## src/sv/lga_pkg.sv

```systemverilog
`default_nettype none

package lga_pkg;

  localparam int KIND_W = 2;
  localparam int ROW_W  = 5;
  localparam int COL_W  = 5;

  localparam logic [KIND_W-1:0] KIND_WRITE   = 2'd0;
  localparam logic [KIND_W-1:0] KIND_READ    = 2'd1;
  localparam logic [KIND_W-1:0] KIND_ADVANCE = 2'd2;

  // Port enables of the grid memory
  typedef struct packed {
    logic rd_en;
    logic wr_en;
  } mem_ctl_t;

endpackage

`default_nettype wire

```

## src/sv/lga_grid_mem.sv

```systemverilog
`default_nettype none

module lga_grid_mem
  import lga_pkg::*;
#(
  parameter int Depth = 32,
  parameter int Width = 32,
  parameter int AddrW = $clog2(Depth)
) (
  input  wire logic             clk_i,
  input  wire logic             rst_ni,
  input  wire mem_ctl_t         ctl_i,
  input  wire logic [AddrW-1:0] rd_addr_i,
  input  wire logic [AddrW-1:0] wr_addr_i,
  input  wire logic [Width-1:0] wr_data_i,
  output logic      [Width-1:0] rd_data_o
);

  logic [Width-1:0] mem [Depth];
  logic [Depth-1:0] valid_q;
  logic [Width-1:0] rd_data_q;

  // Rows never written since reset read as dead
  always_ff @(posedge clk_i or negedge rst_ni) begin
    if (!rst_ni) begin
      valid_q <= '0;
    end else if (ctl_i.wr_en) begin
      valid_q[wr_addr_i] <= 1'b1;
    end
  end

  always_ff @(posedge clk_i) begin
    if (ctl_i.wr_en) begin
      mem[wr_addr_i] <= wr_data_i;
    end
  end

  always_ff @(posedge clk_i) begin
    if (ctl_i.rd_en) begin
      rd_data_q <= valid_q[rd_addr_i] ? mem[rd_addr_i] : '0;
    end
  end

  assign rd_data_o = rd_data_q;

endmodule

`default_nettype wire

```

## src/sv/lga_rule.sv

```systemverilog
`default_nettype none

module lga_rule
  import lga_pkg::*;
#(
  parameter int Width = 32
) (
  input  wire logic [Width-1:0] above_i,
  input  wire logic [Width-1:0] here_i,
  input  wire logic [Width-1:0] below_i,
  output logic      [Width-1:0] fresh_o
);

  logic [Width+1:0] above_x;
  logic [Width+1:0] here_x;
  logic [Width+1:0] below_x;

  // Pad one dead cell on each side
  assign above_x = {1'b0, above_i, 1'b0};
  assign here_x  = {1'b0, here_i, 1'b0};
  assign below_x = {1'b0, below_i, 1'b0};

  always_comb begin
    logic [3:0] around;
    around = '0;
    fresh_o = '0;
    for (int c = 0; c < Width; c++) begin
      around = 4'(above_x[c]) + 4'(above_x[c+1]) + 4'(above_x[c+2])
             + 4'(here_x[c]) + 4'(here_x[c+2])
             + 4'(below_x[c]) + 4'(below_x[c+1]) + 4'(below_x[c+2]);
      fresh_o[c] = (around == 4'd3) || (here_i[c] && (around == 4'd2));
    end
  end

endmodule

`default_nettype wire

```

## src/sv/life_automaton_grid_step.sv

```systemverilog
`default_nettype none

// Game of Life grid (rule B3/S23), one row of GRID_WIDTH cells per memory word.
// Command channel: start_i with kind_i, row_i, col_i, cell_in_i is taken at a
// clock edge where start_i is high and busy_o is low. kind_i selects write cell,
// read cell or advance one generation; unused kinds do nothing.
// Every command yields one result: done_o pulses for one cycle with cell_out_o,
// which carries the cell for a read and 0 otherwise.
// Write and read go through a memory read, then a modify/write back, and done_o
// is registered from that last step. An advance prefetches the first rows, then
// handles one row per cycle through the single read and single write port of
// the grid memory, with the two older rows held in registers.
// busy_o drops as the last cycle ends, so a new command may be taken in the
// cycle where done_o is shown. The receiver cannot stall; results are never held.
// Reset clears the valid bit of every row at once, so the grid reads as all
// dead right after reset without a clearing pass.
// Addresses outside the grid: writes are dropped, reads return 0.

module life_automaton_grid_step
  import lga_pkg::*;
#(
  parameter int GRID_HEIGHT = 32,
  parameter int GRID_WIDTH  = 32
) (
  input  wire logic              clk_i,
  input  wire logic              rst_ni,
  input  wire logic              start_i,
  output logic                   busy_o,
  input  wire logic [KIND_W-1:0] kind_i,
  input  wire logic [ROW_W-1:0]  row_i,
  input  wire logic [COL_W-1:0]  col_i,
  input  wire logic              cell_in_i,
  output logic                   done_o,
  output logic                   cell_out_o
);

  localparam int RW = $clog2(GRID_HEIGHT);
  localparam int CW = $clog2(GRID_WIDTH);

  localparam logic [2:0] ST_IDLE  = 3'd0;
  localparam logic [2:0] ST_FIN   = 3'd1;
  localparam logic [2:0] ST_LOAD1 = 3'd2;
  localparam logic [2:0] ST_RUN   = 3'd3;

  logic [2:0]            state_q, state_d;
  logic [RW-1:0]         cnt_q, cnt_d;
  logic [KIND_W-1:0]     kind_q;
  logic [ROW_W-1:0]      row_q;
  logic [COL_W-1:0]      col_q;
  logic                  cell_q;
  logic [GRID_WIDTH-1:0] prev_q, prev_d;
  logic [GRID_WIDTH-1:0] cur_q, cur_d;
  logic                  done_q, done_d;
  logic                  out_q, out_d;

  mem_ctl_t              mem_ctl;
  logic [RW-1:0]         rd_addr;
  logic [RW-1:0]         wr_addr;
  logic [GRID_WIDTH-1:0] wr_data;
  logic [GRID_WIDTH-1:0] rd_data;
  logic [GRID_WIDTH-1:0] below;
  logic [GRID_WIDTH-1:0] fresh;

  logic                  accept;
  logic                  in_grid;
  logic [CW-1:0]         col_idx;
  logic                  last_row;

  assign accept   = start_i && (state_q == ST_IDLE);
  assign in_grid  = (32'(row_q) < GRID_HEIGHT) && (32'(col_q) < GRID_WIDTH);
  assign col_idx  = CW'(col_q);
  assign last_row = (cnt_q == RW'(GRID_HEIGHT - 1));
  assign below    = last_row ? '0 : rd_data;

  lga_grid_mem #(
    .Depth (GRID_HEIGHT),
    .Width (GRID_WIDTH),
    .AddrW (RW)
  ) u_mem (
    .clk_i     (clk_i),
    .rst_ni    (rst_ni),
    .ctl_i     (mem_ctl),
    .rd_addr_i (rd_addr),
    .wr_addr_i (wr_addr),
    .wr_data_i (wr_data),
    .rd_data_o (rd_data)
  );

  lga_rule #(
    .Width (GRID_WIDTH)
  ) u_rule (
    .above_i (prev_q),
    .here_i  (cur_q),
    .below_i (below),
    .fresh_o (fresh)
  );

  always_comb begin
    state_d       = state_q;
    cnt_d         = cnt_q;
    prev_d        = prev_q;
    cur_d         = cur_q;
    done_d        = 1'b0;
    out_d         = 1'b0;
    mem_ctl.rd_en = 1'b0;
    mem_ctl.wr_en = 1'b0;
    rd_addr       = '0;
    wr_addr       = RW'(row_q);
    wr_data       = rd_data;

    case (state_q)
      ST_IDLE: begin
        if (accept) begin
          mem_ctl.rd_en = 1'b1;
          if (kind_i == KIND_ADVANCE) begin
            rd_addr = '0;
            state_d = ST_LOAD1;
          end else begin
            rd_addr = RW'(row_i);
            state_d = ST_FIN;
          end
        end
      end
      ST_FIN: begin
        wr_data[col_idx] = cell_q;
        mem_ctl.wr_en    = (kind_q == KIND_WRITE) && in_grid;
        out_d            = (kind_q == KIND_READ) && in_grid && rd_data[col_idx];
        done_d           = 1'b1;
        state_d          = ST_IDLE;
      end
      ST_LOAD1: begin
        // Row 0 arrives; fetch row 1
        prev_d        = '0;
        cur_d         = rd_data;
        cnt_d         = '0;
        mem_ctl.rd_en = 1'b1;
        rd_addr       = RW'(1);
        state_d       = ST_RUN;
      end
      ST_RUN: begin
        // Write back row cnt, shift the window down, fetch two rows ahead
        wr_addr       = cnt_q;
        wr_data       = fresh;
        mem_ctl.wr_en = 1'b1;
        prev_d        = cur_q;
        cur_d         = below;
        if (32'(cnt_q) + 2 < GRID_HEIGHT) begin
          mem_ctl.rd_en = 1'b1;
          rd_addr       = cnt_q + RW'(2);
        end
        if (last_row) begin
          done_d  = 1'b1;
          state_d = ST_IDLE;
        end else begin
          cnt_d = cnt_q + RW'(1);
        end
      end
      default: begin
        state_d = ST_IDLE;
      end
    endcase
  end

  always_ff @(posedge clk_i or negedge rst_ni) begin
    if (!rst_ni) begin
      state_q <= ST_IDLE;
      cnt_q   <= '0;
      done_q  <= 1'b0;
      out_q   <= 1'b0;
    end else begin
      state_q <= state_d;
      cnt_q   <= cnt_d;
      done_q  <= done_d;
      out_q   <= out_d;
    end
  end

  always_ff @(posedge clk_i) begin
    if (accept) begin
      kind_q <= kind_i;
      row_q  <= row_i;
      col_q  <= col_i;
      cell_q <= cell_in_i;
    end
    prev_q <= prev_d;
    cur_q  <= cur_d;
  end

  assign busy_o     = (state_q != ST_IDLE);
  assign done_o     = done_q;
  assign cell_out_o = out_q;

endmodule

`default_nettype wire

```

## config.mk

```make
export PLATFORM = sky130hd
export DESIGN_NAME = life_automaton_grid_step
export DESIGN_NICKNAME = d
export VERILOG_FILES = /design/src/sv/lga_pkg.sv /design/src/sv/lga_grid_mem.sv /design/src/sv/lga_rule.sv /design/src/sv/life_automaton_grid_step.sv
export SDC_FILE = /design/constraint.sdc
export NUM_CORES = 2
export LEC_CHECK = 0
export ABC_CLOCK_PERIOD_IN_PS = 6400
export BUFFER_PORTS_ARGS = -buffer_cell sky130_fd_sc_hd__buf_2
export CORE_MARGIN = 1
export CORE_UTILIZATION = 50
export CTS_CLUSTER_SIZE = 40
export DETAILED_ROUTE_END_ITERATION = 8
export MAX_ROUTING_LAYER = met4
export PLACE_DENSITY = 0.69
export REMOVE_ABC_BUFFERS = 1
export SKIP_CTS_REPAIR_TIMING = 1
export SYNTH_ARGS = -nofsm -noshare
export SYNTH_HDL_FRONTEND = slang
export SYNTH_SLANG_ARGS = --single-unit
```

## constraint.sdc

```tcl
create_clock -name clk_i -period 6.4 [get_ports clk_i]
set_input_delay 0.64 -clock clk_i [delete_from_list [all_inputs] [get_ports clk_i]]
set_output_delay 0.64 -clock clk_i [all_outputs]
set_load 0.02 [all_outputs]
```

Word level (Yosys, flattened, before mapping)
Memories as Yosys holds them, arrays and structs flattened. A register that Yosys moved wholly into a read port is not among the register bits.
Cells that the tools add are included.
Word-level totals
  bits in registers: 119
  RAM bits: 1024
  input bits: 16
  output and inout bits: 3
  word-level logic and storage cells: 420
  memories kept: 1
Cells by class
  add/sub/neg operators: 220
  order comparisons: 6
  eq/ne operators: 73
  mux-type cells: 33
  bitwise gates (word level): 1
  reduce and logical (&&, ||, !) cells: 75
Memories
  u_mem.mem: depth 32, width 32, read ports 1, clocked after memory_dff 1, write ports 1, line lga_grid_mem.sv:19  | logic [Width-1:0] mem [Depth];
Operators with widths (number)
  adder 4 x 1 -> 4 bit: 186
  == test 4 x 2 -> 1 bit (second input constant): 64
  case mux 32 bit (2 select lines): 3
  adder 1 x 1 -> 2 bit: 31
  logical AND 1 bit: 36
  bitwise mux 32 bit: 1
  logical OR 1 bit: 32
  2-to-1 mux 32 bit: 1
  bitwise OR 32 bit: 1
  2-to-1 mux 5 bit: 5
  < comparator 5 x 6 -> 1 bit (second input constant): 3
  case mux 5 bit (3 select lines): 1
  binary-select mux 1 bit (select 5 bit): 2
  demux 1 bit (select 5 bit): 2
  >= comparator 5 x 1 -> 1 bit (second input constant): 2
  2-to-1 mux 1 bit: 10
  case mux 5 bit (2 select lines): 1
  case mux 3 bit (3 select lines): 1
  adder 5 x 2 -> 6 bit (second input constant): 1
  == test 3 x 2 -> 1 bit (second input constant): 2
  < comparator 6 bit (second input constant): 1
  2-to-1 mux 3 bit: 2
  != test 2 bit (second input constant): 3
  adder 5 x 1 -> 5 bit (second input constant): 1
  other kinds (14): 16

Longest topological paths before layout
  depth after elaboration: 11
  gate-level depth with buffers: 18
  mapped depth without buffers: 15

By module
From an unflattened synthesis, not the netlist that was laid out.
Unflattened totals
  cell total of the unflattened synthesis: 3171
  area total of the unflattened synthesis: 52152.5 um^2
Modules (own cells, without submodules)
  lga_grid_mem: times used 1, cells each 2087, area each 41911.4 um^2
  lga_rule: times used 1, cells each 589, area each 5272.6 um^2
  life_automaton_grid_step: times used 1, cells each 495, area each 4968.5 um^2

Worst setup path after synthesis
No wires, ideal clock.
  path type: register -> register
  from: reg cnt_q[1]
  to: mem u_mem.mem[0][4] (data pin)
  library setup time: 0.615 ns
  data arrival time: 5.147 ns
  required time: 5.785 ns
  setup slack: 0.637 ns
  stages on the path, launching flop included: 13
  buffers on the path: 1
  period minus slack after synthesis: 5.763 ns
  cell sequence: dfrtp_1 ha_1 and3_1 ha_1 inv_1 clkbuf_1 nand2_1 fa_1 inv_1 fa_1 inv_1 fa_1 o311ai_0
Between the ends
  cells in the longest elaborated chain, start to end: 9
  elaborated cells on any way between the ends: 10
Ends and longest elaborated chain
  start, declared: line life_automaton_grid_step.sv:46  | logic [RW-1:0] cnt_q, cnt_d;
  start signal, assigned: line life_automaton_grid_step.sv:172  | cnt_q <= cnt_d;
  == test 5 bit (*): line life_automaton_grid_step.sv:72  | assign last_row = (cnt_q == RW'(GRID_HEIGHT - 1));
  2-to-1 mux 32 bit (*): line life_automaton_grid_step.sv:73  | assign below = last_row ? '0 : rd_data;
  adder 4 x 1 -> 4 bit (2 in series): line lga_rule.sv:30  | + 4'(below_x[c]) + 4'(below_x[c+1]) + 4'(below_x[c+2]);
  adder 4 x 1 -> 4 bit (*): line lga_rule.sv:30
  == test 4 x 2 -> 1 bit: line lga_rule.sv:31  | fresh_o[c] = (around == 4'd3) || (here_i[c] && (around == 4'd2));
  logical AND 1 bit: line lga_rule.sv:31
  logical OR 1 bit (*): line lga_rule.sv:31
  case mux 32 bit (2 select lines) (*): line life_automaton_grid_step.sv:111  | case (state_q)
  net u_mem.wr_data_i[4]: line lga_grid_mem.sv:15  | input wire logic [Width-1:0] wr_data_i,
  end, declared: line lga_grid_mem.sv:19
The timed path passes the listed nets; every way through them passes the cells marked *.

Worst setup path in the final report
  from: reg cnt_q[1]
  to: mem u_mem.mem[1][20] (data pin)
Same word-level chain as after synthesis.

==> results.cfg <==
[grt]
grt_pass1_wl_mm = 219
antenna_found_initial = 0
grt_use_total_pct = 28.5
grt_max_degree = 130
grt_pass1_vias = 32421
grt_remaining_overflow = 0

[route]
avgRoutedWirePerCell_um = 28.3
via_per_inst = 6.26
wl_mm = 151
vias = 33377
drc = 0
drtIter0Drc = 4113
ant_nets = 0
firstDrtPassIters = 5

[die]
die_x_um = 331
initial_core_util_pct = 50.4
row_count = 120
ios = 19
die-area_mm2 = 0.109
core_mm2 = 0.107
fp.dieH_um = 331

[timing]
post-route-period-util_pct = 76.5
relSlewSlack_pct = 5.76
maxSlewViolCount = 0
hold_viol_final = 0
setup_viol = 0
period_needed_ps = 4900
worst_slack_ps = 1500
tightest_slew_ps = 1410
tns_ps = 0
fin_skew_ps = 59.4
rsz0062_at_grt = false
fmax_mhz = 204

[job]
cap_violations = 0

[worst_setup_path]
crit_type = reg -> reg
critPathMaxFanout = 32
required_ps = 6730
cp_data_arrival_time_ps = 5230
cp-end-kind = register
crit_path_start_kind = register

[placed_design]
dp_hpwl_mm = 85.6
place_congestion = 0.950
preCtsSetupSlack_ps = 1610
numPortBuffers = 18

[layout]
nets = 4065
final-seq-area_mm2 = 0.0351
final_util_pct = 56.2
multi_input_comb_area_mm2 = 0.0175
area_growth_pct = 11.3
layout-drive-gt1-share_pct = 12.3
fillerInstances = 8351

[synth]
avgSynthCellArea_um2 = 14.1
synth-seq-area-share_pct = 64.9
ys_types = 72
yosysMostFrequentCell = edfxtp_1
synth_area_mm2 = 0.0540
ys_seq_elements = 1174
synth.top_cells.by_count = edfxtp_1, mux2i_1, inv_1
ys_warn_count = 0
synth_top_area_share_pct = 63.0
ys_async_sr_fraction_pct = 3.49
synth_edf_count = 1133
synth_flop_cell = edfxtp_1
synth_top_cell_by_area = edfxtp_1
yosys-top-cells-area = edfxtp_1, mux2i_1, fa_1, ha_1, and3_1
netlist_instances = 3824

[clock_tree]
cts_tree = built
cts_made_buffers = 117
cts_max_level = 3
cts_buffer_depth = 3
cts-root-buf = clkbuf_16
clock_sinks = 1174
cts.clk_slew.worst_paths_ps = 70
insertion_delay_ps = 740

[outcome]
outcome = completed

[min_path]
min_path_type = in -> async
-- cells in the final DEF, fill, tap and decap left out, drive strengths merged, types with 12 or more instances in the layout --
master  count
o21ai     153
nor2      172
and3      199
nor2b      28
nand2     209
mux2       32
or3        64
nor3       22
ha        127
mux2i     357
nand4      66
edfxtp   1133
a31oi      22
a22oi      32
nand2b     20
a211oi    130
dfrtp      41
inv       240
xor2       17
o22a       31
clkbuf    141
clkinv     53
buf       122
xnor2      15
or4        12
o211ai    126
and2       36
or2        47
a21oi      66
fa         94
nand3b     14
nand3      15
-- worst paths after layout --
check,start,end,slack [ps],cells after the start
max in group asynchronous,rst_ni,state_q[1],5580,1
setup / recovery,cnt_q[1],u_mem.mem[1][20],1500,15
hold / removal,rst_ni,cell_out_o,70,1
min in group clk_i,col_i[0],col_idx[0],70,1
setup reg to reg,cnt_q[1],u_mem.mem[1][20],1500,15
hold reg to reg,u_mem.valid_q[17],u_mem.valid_q[17],460,1
-- flip-flops by register name, summed over array words and instances (netlist names), 2 cells and up --
| signal | flops |
|---|---|
| u_mem.rd_data_o | 32 |
| kind_q | 2 |
| prev_q | 32 |
| u_mem.mem | 1024 |
| u_mem.valid_q | 32 |
| col_idx | 5 |
| state_q | 2 |
| cur_q | 32 |
| cnt_q | 5 |
| row_q | 5 |
-- per-stage QoR --
stage / cell area (um^2) / cells / hold slack, ps
2_1_floorplan: 52900 / 3587 / 344
3_3_place_gp: 56400 / 5112 / 443
3_5_place_dp: 56400 / 5112 / 448
4_1_cts: 60100 / 5329 / 40.9
5_1_grt: 60100 / 5329 / 60.3
6_report: 60100 / 5330 / 69.2
-- per-layer routing --
| metal | up-vias | routed length, um | GRT usage [%] |
|---|---|---|---|
| li1 | 14436 | - | - |
| met3 | 286 | 15100 | 4.47 |
| met4 | 0 | 5420 | 10.1 |
| met1 | 16875 | 60700 | 39.2 |
| met2 | 1780 | 69800 | 43.2 |
| met5 | - | 0 | - |
-- worst max-delay path, stage by stage, from the launching register on --
cell	delay [ps]
dfrtp_1	480
ha_1	250
and3_1	150
ha_1	180
inv_1	360
buf_4	290
nand2_1	120
fa_1	600
xor2_1	170
ha_1	190
nor2_1	60
fa_1	380
nor2_1	110
a31oi_1	80
or4_1	540
o21ai_2	530
-- logic make-up (layout without fill, tap and decap cells) --
kind of cell	after synthesis	in the layout	share of synthesized area, %
DFF	1174	1174	64.9
and+or+nand+nor	921	921	8.97
AOI/OAI and AO/OA	608	608	7.95
buffers and inverters	471	573	3.61
muxes	397	397	7.62
adders and majority gates	221	221	6.43
xor gates and xnor gates	32	32	0.519
other	0	1	0
-- area by class of cell --
type	instances	share of cell area, %
Antenna cell	1	0.00416
Clock buffer	141	5.04
Timing Repair Buffer	122	1.95
Clock inverter	76	1.23
Multi-Input combinational cell	2179	29.1
Sequential cell	1174	58.3
Tap cell	1403	2.92
Inverter	234	1.46
Power is left out: the tool's default activity adds up to more than one toggle a clock period on the data nets, which glitch-free logic cannot reach.
